<file path="config.mk">
export PLATFORM = sky130hd
export DESIGN_NAME = dense_handle_slot_allocator
export DESIGN_NICKNAME = d
export VERILOG_FILES = /design/src/sv/dsa_pkg.sv /design/src/sv/dsa_ctrl.sv /design/src/sv/dsa_datapath.sv /design/src/sv/dense_handle_slot_allocator.sv
export SDC_FILE = /design/constraint.sdc
export NUM_CORES = 2
export LEC_CHECK = 0
export ABC_AREA = 1
export BUFFER_PORTS_ARGS = -buffer_cell sky130_fd_sc_hd__buf_2
export CELL_PAD_IN_SITES_DETAIL_PLACEMENT = 2
export CELL_PAD_IN_SITES_GLOBAL_PLACEMENT = 2
export CORE_UTILIZATION = 30
export CTS_BUF_LIST = sky130_fd_sc_hd__clkbuf_4
export CTS_CLUSTER_DIAMETER = 120
export DETAILED_ROUTE_END_ITERATION = 10
export GPL_ROUTABILITY_DRIVEN = 0
export PLACE_DENSITY_LB_ADDON = 0.08
export SYNTH_ARGS = -nofsm -noshare
export SYNTH_HDL_FRONTEND = slang
export SYNTH_HIERARCHICAL = 1
export SYNTH_SLANG_ARGS = --single-unit
</file>
<file path="constraint.sdc">
create_clock -name clock -period 12.4 [get_ports clock]
set_clock_uncertainty 0.15 [all_clocks]
set_input_delay 2.48 -clock clock [delete_from_list [all_inputs] [get_ports clock]]
set_output_delay 2.48 -clock clock [all_outputs]
set_load 0.02 [all_outputs]
</file>
<file path="src/sv/dsa_pkg.sv">
// Shared types and constants for the dense handle slot allocator.
// No dependencies; imported by dsa_ctrl, dsa_datapath and the top level.
package dsa_pkg;

   // Table depth: number of handles and of dense slots.
   localparam int MAX_ENTRIES = 64;
   // Address width into the tables.
   localparam int INDEX_W = $clog2(MAX_ENTRIES);
   // Counter width: holds 0 .. MAX_ENTRIES.
   localparam int COUNT_W = $clog2(MAX_ENTRIES + 1);
   // Port width of handle and slot fields.
   localparam int FIELD_W = 6;
   localparam int STATUS_W = 2;

   localparam logic OP_ALLOC   = 1'b0;
   localparam logic OP_RELEASE = 1'b1;

   typedef enum logic [STATUS_W-1:0] {
      STATUS_OK      = 2'd0,
      STATUS_FULL    = 2'd1,
      STATUS_INVALID = 2'd2
   } dsa_status_type;

   typedef enum logic {
      ST_IDLE,
      ST_COMMIT
   } dsa_state_type;

   // Controller to datapath commands.
   typedef struct packed {
      logic capture;  // latch request, launch table reads
      logic commit;   // apply table updates, register result
   } dsa_cmd_type;

endpackage

</file>
<file path="src/sv/dsa_ctrl.sv">
// Controller for the dense handle slot allocator: two-state sequencer.
// Depends on dsa_pkg.
module dsa_ctrl (
   input  logic                clock,
   input  logic                reset,
   input  logic                start,
   output logic                busy,
   output dsa_pkg::dsa_cmd_type cmd
);
   import dsa_pkg::*;

   dsa_state_type state_ff, state_in;

   always_ff @(posedge clock) begin
      if (reset) begin
         state_ff <= ST_IDLE;
      end else begin
         state_ff <= state_in;
      end
   end

   always_comb begin
      state_in    = state_ff;
      cmd.capture = 1'b0;
      cmd.commit  = 1'b0;
      busy        = 1'b0;
      unique case (state_ff)
         ST_IDLE: begin
            if (start) begin
               cmd.capture = 1'b1;
               state_in    = ST_COMMIT;
            end
         end
         ST_COMMIT: begin
            busy       = 1'b1;
            cmd.commit = 1'b1;
            state_in   = ST_IDLE;
         end
         default: begin
            state_in = ST_IDLE;
         end
      endcase
   end

endmodule

</file>
<file path="src/sv/dsa_datapath.sv">
// Datapath for the dense handle slot allocator: map memories, free stack,
// live bits, counters and the registered result. Depends on dsa_pkg.
module dsa_datapath (
   input  logic                        clock,
   input  logic                        reset,
   input  dsa_pkg::dsa_cmd_type        cmd,
   input  logic                        req_operation,
   input  logic [dsa_pkg::FIELD_W-1:0] req_release_handle,
   output logic                        rsp_valid,
   output logic [dsa_pkg::FIELD_W-1:0] rsp_handle,
   output logic [dsa_pkg::FIELD_W-1:0] rsp_dense_index,
   output logic [dsa_pkg::FIELD_W-1:0] rsp_moved_handle,
   output logic                        rsp_moved_valid,
   output logic [dsa_pkg::STATUS_W-1:0] rsp_status
);
   import dsa_pkg::*;

   // Memories (contents undefined until written)
   logic [INDEX_W-1:0] h2i_mem_ff [MAX_ENTRIES];
   logic [INDEX_W-1:0] i2h_mem_ff [MAX_ENTRIES];
   logic [INDEX_W-1:0] fs_mem_ff  [MAX_ENTRIES];

   logic [INDEX_W-1:0] h2i_rd_ff, i2h_rd_ff, fs_rd_ff;
   logic [INDEX_W-1:0] h2i_rd_addr, i2h_rd_addr, fs_rd_addr;

   logic               h2i_we, i2h_we, fs_we;
   logic [INDEX_W-1:0] h2i_wr_addr, h2i_wr_data;
   logic [INDEX_W-1:0] i2h_wr_addr, i2h_wr_data;
   logic [INDEX_W-1:0] fs_wr_addr, fs_wr_data;

   logic [MAX_ENTRIES-1:0] live_ff, live_in;
   logic [COUNT_W-1:0]     live_count_ff, live_count_in;
   logic [COUNT_W-1:0]     free_count_ff, free_count_in;
   logic [COUNT_W-1:0]     issued_count_ff, issued_count_in;

   logic               op_ff;
   logic [FIELD_W-1:0] handle_ff;

   logic                rsp_valid_ff;
   logic [FIELD_W-1:0]  res_handle_ff, res_handle_in;
   logic [FIELD_W-1:0]  res_index_ff, res_index_in;
   logic [FIELD_W-1:0]  res_moved_ff, res_moved_in;
   logic                res_mv_ff, res_mv_in;
   dsa_status_type      res_status_ff, res_status_in;

   logic [INDEX_W-1:0] last_slot;
   logic [INDEX_W-1:0] new_handle;
   logic [INDEX_W-1:0] rel_handle;
   logic               rel_ok;

   // Read addresses come from current counts and the incoming request.
   assign h2i_rd_addr = INDEX_W'(req_release_handle);
   assign i2h_rd_addr = INDEX_W'(live_count_ff - COUNT_W'(1));
   assign fs_rd_addr  = INDEX_W'(free_count_ff - COUNT_W'(1));

   always_ff @(posedge clock) begin
      if (cmd.capture) begin
         h2i_rd_ff <= h2i_mem_ff[h2i_rd_addr];
         i2h_rd_ff <= i2h_mem_ff[i2h_rd_addr];
         fs_rd_ff  <= fs_mem_ff[fs_rd_addr];
         op_ff     <= req_operation;
         handle_ff <= req_release_handle;
      end
      if (h2i_we) begin
         h2i_mem_ff[h2i_wr_addr] <= h2i_wr_data;
      end
      if (i2h_we) begin
         i2h_mem_ff[i2h_wr_addr] <= i2h_wr_data;
      end
      if (fs_we) begin
         fs_mem_ff[fs_wr_addr] <= fs_wr_data;
      end
   end

   assign last_slot  = INDEX_W'(live_count_ff - COUNT_W'(1));
   assign rel_handle = INDEX_W'(handle_ff);
   assign new_handle = (free_count_ff != '0) ? fs_rd_ff : INDEX_W'(issued_count_ff);
   assign rel_ok     = (32'(handle_ff) < 32'(MAX_ENTRIES)) && live_ff[rel_handle] &&
                       (live_count_ff != '0);

   always_comb begin
      live_in         = live_ff;
      live_count_in   = live_count_ff;
      free_count_in   = free_count_ff;
      issued_count_in = issued_count_ff;
      h2i_we          = 1'b0;
      i2h_we          = 1'b0;
      fs_we           = 1'b0;
      h2i_wr_addr     = new_handle;
      h2i_wr_data     = INDEX_W'(live_count_ff);
      i2h_wr_addr     = INDEX_W'(live_count_ff);
      i2h_wr_data     = new_handle;
      fs_wr_addr      = INDEX_W'(free_count_ff);
      fs_wr_data      = rel_handle;
      res_handle_in   = '0;
      res_index_in    = '0;
      res_moved_in    = '0;
      res_mv_in       = 1'b0;
      res_status_in   = STATUS_OK;

      if (op_ff == OP_ALLOC) begin
         if ((live_count_ff >= COUNT_W'(MAX_ENTRIES)) ||
             ((free_count_ff == '0) && (issued_count_ff >= COUNT_W'(MAX_ENTRIES)))) begin
            res_status_in = STATUS_FULL;
         end else begin
            res_handle_in = FIELD_W'(new_handle);
            res_index_in  = FIELD_W'(live_count_ff);
            if (cmd.commit) begin
               h2i_we              = 1'b1;
               i2h_we              = 1'b1;
               live_in[new_handle] = 1'b1;
               live_count_in       = live_count_ff + COUNT_W'(1);
               if (free_count_ff != '0) begin
                  free_count_in = free_count_ff - COUNT_W'(1);
               end else begin
                  issued_count_in = issued_count_ff + COUNT_W'(1);
               end
            end
         end
      end else begin
         res_handle_in = handle_ff;
         if (!rel_ok) begin
            res_status_in = STATUS_INVALID;
         end else begin
            res_index_in = FIELD_W'(h2i_rd_ff);
            // Last slot moves into the hole unless the hole is the last slot.
            if (h2i_rd_ff != last_slot) begin
               res_moved_in = FIELD_W'(i2h_rd_ff);
               res_mv_in    = 1'b1;
            end
            h2i_wr_addr = i2h_rd_ff;
            h2i_wr_data = h2i_rd_ff;
            i2h_wr_addr = h2i_rd_ff;
            i2h_wr_data = i2h_rd_ff;
            if (cmd.commit) begin
               h2i_we              = res_mv_in;
               i2h_we              = res_mv_in;
               live_in[rel_handle] = 1'b0;
               live_count_in       = live_count_ff - COUNT_W'(1);
               if (free_count_ff < COUNT_W'(MAX_ENTRIES)) begin
                  fs_we         = 1'b1;
                  free_count_in = free_count_ff + COUNT_W'(1);
               end
            end
         end
      end
   end

   always_ff @(posedge clock) begin
      if (reset) begin
         live_ff         <= '0;
         live_count_ff   <= '0;
         free_count_ff   <= '0;
         issued_count_ff <= '0;
         rsp_valid_ff    <= 1'b0;
      end else begin
         live_ff         <= live_in;
         live_count_ff   <= live_count_in;
         free_count_ff   <= free_count_in;
         issued_count_ff <= issued_count_in;
         rsp_valid_ff    <= cmd.commit;
      end
   end

   always_ff @(posedge clock) begin
      if (cmd.commit) begin
         res_handle_ff <= res_handle_in;
         res_index_ff  <= res_index_in;
         res_moved_ff  <= res_moved_in;
         res_mv_ff     <= res_mv_in;
         res_status_ff <= res_status_in;
      end
   end

   assign rsp_valid        = rsp_valid_ff;
   assign rsp_handle       = res_handle_ff;
   assign rsp_dense_index  = res_index_ff;
   assign rsp_moved_handle = res_moved_ff;
   assign rsp_moved_valid  = res_mv_ff;
   assign rsp_status       = res_status_ff;

endmodule

</file>
<file path="src/sv/dense_handle_slot_allocator.sv">
// Dense handle slot allocator (slot map with free stack), top level.
// Accept moves to the commit state, which registers the result and its strobe;
// no new start is taken during that read-then-update pass over the map memories.
// A new start is taken in the cycle that shows the previous result.
// Synchronous reset empties the tables (live bits, counts); maps need none.
// The receiver cannot stall: each result shows for exactly one cycle.
module dense_handle_slot_allocator (
   input  logic                         clock,
   input  logic                         reset,
   input  logic                         start,
   output logic                         busy,
   input  logic                         req_operation,
   input  logic [dsa_pkg::FIELD_W-1:0]  req_release_handle,
   output logic                         rsp_valid,
   output logic [dsa_pkg::FIELD_W-1:0]  rsp_handle,
   output logic [dsa_pkg::FIELD_W-1:0]  rsp_dense_index,
   output logic [dsa_pkg::FIELD_W-1:0]  rsp_moved_handle,
   output logic                         rsp_moved_valid,
   output logic [dsa_pkg::STATUS_W-1:0] rsp_status
);
   import dsa_pkg::*;

   // Commands from the sequencer: capture on accept, commit in the cycle after.
   dsa_cmd_type cmd;

   // Sequencer: idle -> commit -> idle.
   dsa_ctrl u_ctrl (
      .clock (clock),
      .reset (reset),
      .start (start),
      .busy  (busy),
      .cmd   (cmd)
   );

   // Tables and result register. Allocate pops the free stack or issues
   // the next fresh handle; release swaps the last dense entry into the hole.
   dsa_datapath u_datapath (
      .clock              (clock),
      .reset              (reset),
      .cmd                (cmd),
      .req_operation      (req_operation),
      .req_release_handle (req_release_handle),
      .rsp_valid          (rsp_valid),
      .rsp_handle         (rsp_handle),
      .rsp_dense_index    (rsp_dense_index),
      .rsp_moved_handle   (rsp_moved_handle),
      .rsp_moved_valid    (rsp_moved_valid),
      .rsp_status         (rsp_status)
   );

endmodule
</file>
* Word-level counts from Yosys, hierarchy flattened
Memory sizes are Yosys's and may differ from the RTL's. A register that Yosys moved wholly into a read port is not among the register bits. Index checks and enable logic that the tools add are counted.
Storage, ports and cells: flip-flop bits (word level) 115, bits in writable memories 1152, input bits 10, output and inout port bits 23, word-level logic and storage cells 107, memories 3
Memory list:
- u_datapath.fs_mem_ff | depth 64, width 6, read ports 1, clocked after Yosys merged registers in 1, write ports 1, line dsa_datapath.sv:21 | logic [INDEX_W-1:0] fs_mem_ff [MAX_ENTRIES];
- u_datapath.h2i_mem_ff | depth 64, width 6, read ports 1, clocked after Yosys merged registers in 1, write ports 1, line dsa_datapath.sv:19 | logic [INDEX_W-1:0] h2i_mem_ff [MAX_ENTRIES];
- u_datapath.i2h_mem_ff | depth 64, width 6, read ports 1, clocked after Yosys merged registers in 1, write ports 1, line dsa_datapath.sv:20 | logic [INDEX_W-1:0] i2h_mem_ff [MAX_ENTRIES];
Operators by class: add/subtract/negate cells 5, $lt $le $gt $ge 7, equality and inequality tests 4, multiplexer cells 54, bitwise logic cells 7, reduce and logical (&&, ||, !) cells 14
Operator list (number):
- 64-bit 2-to-1 mux | 5
- 7-bit 2-to-1 mux | 12
- 64-bit bitwise AND | 1
- 64-bit inverter | 1
- 64-bit OR | 1
- 6-bit 2-to-1 mux | 10
- 7-bit by 1-bit adder with 7-bit output (second input constant) | 3
- 1-bit 2-to-1 mux | 21
- 7-bit greater-or-equal comparator (second input constant) | 2
- 6-bit by 7-bit < comparator with 1-bit output (second input constant) | 2
- 7-bit nonzero test | 2
- 7-bit by 1-bit subtractor with 7-bit output (second input constant) | 2
- 1-bit demux with 6-bit select | 2
- 6-bit by 1-bit greater-or-equal comparator with 1-bit output (second input constant) | 2
- 7-bit zero test | 1
- 7-bit < comparator (second input constant) | 1
- 1-bit binary-select mux with 6-bit select | 1
- 6-bit != test | 1
- 3-bit AND reduction | 2
- 5-bit AND reduction | 1
- 1-bit logical AND | 4
- 2-bit 2-to-1 mux | 2
- 2-bit != test (second input constant) | 2
- 1-bit inverter | 4
- 6 further kinds | 6

* Longest topological paths before layout
word-level depth 10, mapped depth 20, depth with buffers taken out 17

* Cells and area by module
Netlist, hierarchy kept.
By module, submodules not included:
- dsa_datapath | times used 1, cells each 4365, area each 53065.9 um^2, seq. area each 37696.2 um^2
- dsa_ctrl | times used 1, cells each 7, area each 55.1 um^2, seq. area each 20.0 um^2

* Worst setup path after synthesis
No wires, ideal clock.
path kind register -> register, start point register u_datapath.handle_ff[5] (netlist: u_datapath/fs_wr_data[5]), end point memory u_datapath/h2i_mem_ff[40][0] in the netlist's numbering, enable pin, setup time 0.354 ns, arrival time 5.068 ns, data required time 11.896 ns, slack 6.828 ns, cell stages (with the launch flop) 11, buffers on the path 0, clock period less this slack 5.572 ns, path through edfxtp_1 -> inv_2 -> nor3_1 -> o21ai_1 -> nand2_1 -> nor2_1 -> nand2_4 -> nand3_4 -> o21ai_1 -> nand3_1 -> nor2_1
Between the ends: elaborated cells on any way between the ends 9, classes of those cells 8 x mux; 1 x reduce/logical
RTL lines:
- start: declaration | line dsa_datapath.sv:37 | logic [FIELD_W-1:0] handle_ff;
- start signal: assignment | line dsa_datapath.sv:62 | handle_ff <= req_release_handle;
- 1-bit binary-select mux with 6-bit select | line dsa_datapath.sv:78 | assign rel_ok = (32'(handle_ff) < 32'(MAX_ENTRIES)) && live_ff[rel_handle] &&
- 1-bit 2-to-1 mux (not written as such) | line dsa_datapath.sv:78
- 1-bit logical AND | line dsa_datapath.sv:78
- 6-bit 2-to-1 mux | line dsa_datapath.sv:122 | if (!rel_ok) begin
- 6-bit 2-to-1 mux | line dsa_datapath.sv:101 | if (op_ff == OP_ALLOC) begin
- via u_datapath.h2i_wr_addr[3] | line dsa_datapath.sv:27 | logic [INDEX_W-1:0] h2i_wr_addr, h2i_wr_data;
- end: declaration | line dsa_datapath.sv:19
The timed path passes the listed nets, and every way through them passes these cells. The select of a mux whose other input is x is not followed.

* Worst setup path after layout
start point register u_datapath.handle_ff[1] (netlist: u_datapath/fs_wr_data[1]), end point memory u_datapath/fs_mem_ff[6][0] in the netlist's numbering, enable pin
Between the ends: cells in the longest elaborated chain, start to end 7
Ends and longest elaborated chain:
- 1-bit binary-select mux with 6-bit select | line dsa_datapath.sv:78
- 1-bit 2-to-1 mux (not written as such) | line dsa_datapath.sv:78
- 1-bit logical AND | line dsa_datapath.sv:78
- 1-bit 2-to-1 mux | line dsa_datapath.sv:122
- 1-bit 2-to-1 mux | line dsa_datapath.sv:101
- 1-bit 2-to-1 mux | line dsa_datapath.sv:70 | if (fs_we) begin
- 1-bit 2-to-1 mux (not written as such) | line dsa_datapath.sv:71 | fs_mem_ff[fs_wr_addr] <= fs_wr_data;
- end: declaration | line dsa_datapath.sv:21
Every way passes these cells. The select of a mux whose other input is x is not followed.

==> impl_metrics.toml <==
[min_path]
hp-class = "flop to flop"
hold_end = "u_datapath/live_ff[4]$_SDFFE_PP0P_"
hold_start = "u_datapath/live_ff[4]$_SDFFE_PP0P_"
hold_depth = 2

[placed_design]
dp.cells = 6535
io_buffer_count = 32
pre_cts_slack_ns = 5.83
place_hpwl_mm = 109

[synth]
synth_nets = 4388
synth_enable_flop_cells = 1198
synth_top_family_by_area = "compound AO/OA/AOI/OAI gates"
synth_area_per_cell_um2 = 12.2
synth_cell_type_count = 43
synthFlopType = "edfxtp_1"
synth_xor_area_share_pct = 0.132
synth_area_um2 = 53100
yosys.area.top_type = "edfxtp_1"
synth_compound_area_share_pct = 12.0
synth-seq-cells = 1285
ys_warn_count = 6
netlist_instances = 4372
synth.area.mux_share_pct = 2.02
synth_area_leaders = "edfxtp_1 (68%), nor2_1 (6.1%), o21ai_0 (4.7%)"
async_flop_share_pct = 0
synth_top_area_share_pct = 67.7
yosysSeqAreaShare_pct = 71.0
synth_simple_gate_area_share_pct = 11.4
synthAdderAreaFrac_pct = 0.141

[timing]
worst_pin_slew_ns = 1.14
finalCritPeriodShare_pct = 49.3
hold_violations = 0
max_freq_ghz = 0.164
fin_ws_ns = 6.29
layout_min_cycle_time_ns = 6.11
maxSlewViolCount = 0
setup_viol = 0
rsz0062_at_grt = "false"
finalSetupTns_ns = 0
relSlewSlack_pct = 23.1

[critical_path]
crit_start = "u_datapath/fs_wr_data[1]$_DFFE_PP_"
crit_family = "simple AND/OR/NAND/NOR gates"
rr_worst_depth = 16
slowest_stage = "buf_4"
worstSetupEndpointType = "flop"
startpoint_type = "flop"
cp.depth = 16
rrSetupSlack_ns = 6.29
worstPathMaxFanout = 69
r2r-end = "u_datapath/fs_mem_ff[6][0]$_DFFE_PP_"
path_class = "flop to flop"
crit_chain = "buf_4 -> inv_1 -> nor2_2 -> nand3_1 -> nand2_1 -> o21ai_0 -> nand2_1 -> nor2_1 -> nand2_4 -> nand3_4 -> nor2_4 -> buf_4 -> nand2_1 -> inv_2 -> nand2_1 -> nor2_1"
cp_common_cell = "nand2_1"
cp_data_required_time_ns = 13.14
slowest_delay_ns = 0.66
crit_buf_inv = 4
r2r-start = "u_datapath/fs_wr_data[1]$_DFFE_PP_"
arrival_ns = 6.85

[pwr]
design_power_total_uw = 10000
irDropWorstVdd_v = 0.0000973
cellPowerDensity_nw_per_um2 = 166
p_leak_uw = 0.0195

[route]
m1WireLength_mm = 82.8
drtAntennaViolNets = 0
drt_pass1_iterations = 5
wl_mm = 181
drt-vias-per-instance = 5.09
num_vias = 36500
wl_met2_mm = 86.6
wl_met3_mm = 6.43
top_layer_used = "met4"
route.detailed.drc = 0
drt_iter0_markers = 2178
wl_per_cell_um = 25.2

[floorplanning]
die_y_um = 423
core-area_um2 = 176000
io_pins = 33
core.rowCount = 154
dieArea_um2 = 179000
die_x_um = 423
initial_core_util_pct = 30.2

[final_layout]
fin_cells = 7175
syn2layout_area_growth_pct = 13.6
final_util_pct = 34.3
final_nets = 4587
drive_gt1_share_pct = 15.3

[clocking]
cts_buffers = 374
cts_setup_buffers = 0
cts_tree = "yes"
cts_htree_levels = 5
cts_hold_buf = 0
numClockSinks = 1285
clock_latency_ns = 1.34
clk_pin_slew_ns = 0.07
cts_resized = 0
root_buffer = "clkbuf_4"
clk_path_buf_depth = 4

[grt]
grt_first_pass_wirelength_mm = 269
antenna_found_initial = 4
overflow = 0
grt_max_degree = 123
first_global_vias = 40000
track_usage_pct = 20.1

[run]
maxCapViolCount = 0

[outcome]
status = "finished clean"
[per-stage QoR]
stage / hold slack (ns) / instance area, um2
after floorplan: 0.287 / 53100
after global placement: 0.305 / 55800
after detailed placement: 0.310 / 55800
after CTS: 0.319 / 60300
after global routing: 0.341 / 60300
final: 0.317 / 60300
[registers in the layout (all words and copies together) (netlist names)]
register and cells:
u_datapath/rsp_handle 6, u_datapath/rsp_moved_handle 6, u_datapath/fs_rd_ff 6, u_datapath/h2i_rd_ff 6
u_datapath/issued_count_ff 7, u_ctrl/state_ff 1, u_datapath/rsp_moved_valid 1, u_datapath/op_ff 1
u_datapath/rsp_valid 1, u_datapath/i2h_mem_ff 384, u_datapath/fs_mem_ff 384, u_datapath/rsp_dense_index 6
u_datapath/live_ff 64, u_datapath/rsp_status 2, u_datapath/i2h_rd_ff 6, u_datapath/free_count_ff 7
u_datapath/fs_wr_data 6, u_datapath/h2i_mem_ff 384, u_datapath/live_count_ff 7
[Yosys cell counts, types with 3 or more instances]
cell type and count:
nand4_1 13, o211ai_1 89, inv_1 173, mux2i_1 107
o21ai_1 15, clkinv_1 3, nand3_2 8, nor3_1 18
o21bai_1 4, edfxtp_1 1198, clkbuf_1 216, a21oi_1 98
buf_1 25, or2_2 4, buf_2 24, inv_2 14
o22ai_1 110, nand2_2 8, buf_4 4, xor2_1 6
o32ai_1 88, o221ai_1 118, nor3_2 5, dfxtp_1 87
nand4_2 3, o21ai_0 496, nand3_1 212, o311ai_0 4
ha_1 6, o21ai_2 4, nor2_2 8, nand2_1 331
nor2_1 859
[worst max-delay path by stage]
stage	endpoint	slack, ns
final	u_datapath/fs_mem_ff[6][0]$_DFFE_PP_	6.29
after global routing	u_datapath/fs_mem_ff[54][0]$_DFFE_PP_	5.90
after CTS	u_datapath/fs_mem_ff[6][1]$_DFFE_PP_	6.11
after detailed placement	u_datapath/h2i_rd_ff[1]$_DFFE_PP_	5.83
after global placement	u_datapath/h2i_rd_ff[1]$_DFFE_PP_	5.81
after floorplan	u_datapath/h2i_mem_ff[40][0]$_DFFE_PP_	6.83
[cell type report]
class / instances / area, um2
Antenna cell: 10 / 25.0
Clock buffer: 555 / 4170
Clock inverter: 75 / 397
Fill cell: 18600 / 116000
Inverter: 190 / 723
Multi-Input combinational cell: 2627 / 13700
Sequential cell: 1285 / 37700
Tap cell: 2340 / 2930
Timing Repair Buffer: 93 / 639
[report_power, final]
group / internal [uW] / total (uW) / leakage, uW / switching [uW]
logic: 234 / 1140 / 0.00521 / 903
registers: 4890 / 4910 / 0.0116 / 21.9
clock network: 2110 / 3970 / 0.00275 / 1860
[worst reg2reg max path: cells and delay by family (launching register included)]
family | cells | cell delay, ns
buffers and inverters | 4 | 1.71
AND/OR/NAND/NOR | 11 | 3.35
AO/OA/AOI/OAI | 1 | 0.17
flip-flops | 1 | 0.33
[kinds of logic after synthesis]
family,count (synthesis)
flops,1285
compound gates,1033
simple gates,1473
fa+ha+maj,6
xor+xnor,8
buf+inv,460
mux,107
[metal layers]
metal  vias to the layer above  track usage, %
li1                      16700               -
met1                     18800            26.8
met2                       667            33.0
met3                       328            3.66
met4                         0            6.68
met5                         -               0
[cells in the final DEF (no fill, tap or decap), types with 17 or more instances in the layout]
cell type and n:
o221ai_1 118, inv_1 170, clkbuf_4 555, nor2_1 858, nor3_1 17, edfxtp_1 1198
nand3_1 212, buf_4 61, o22ai_1 110, dfxtp_1 85, nand2_1 329, o21ai_0 496
inv_2 19, o211ai_1 89, mux2i_1 107, o32ai_1 88, buf_2 30, a21oi_1 98
clkinv_1 63
Note: power is estimated with default switching activity, not from simulation.
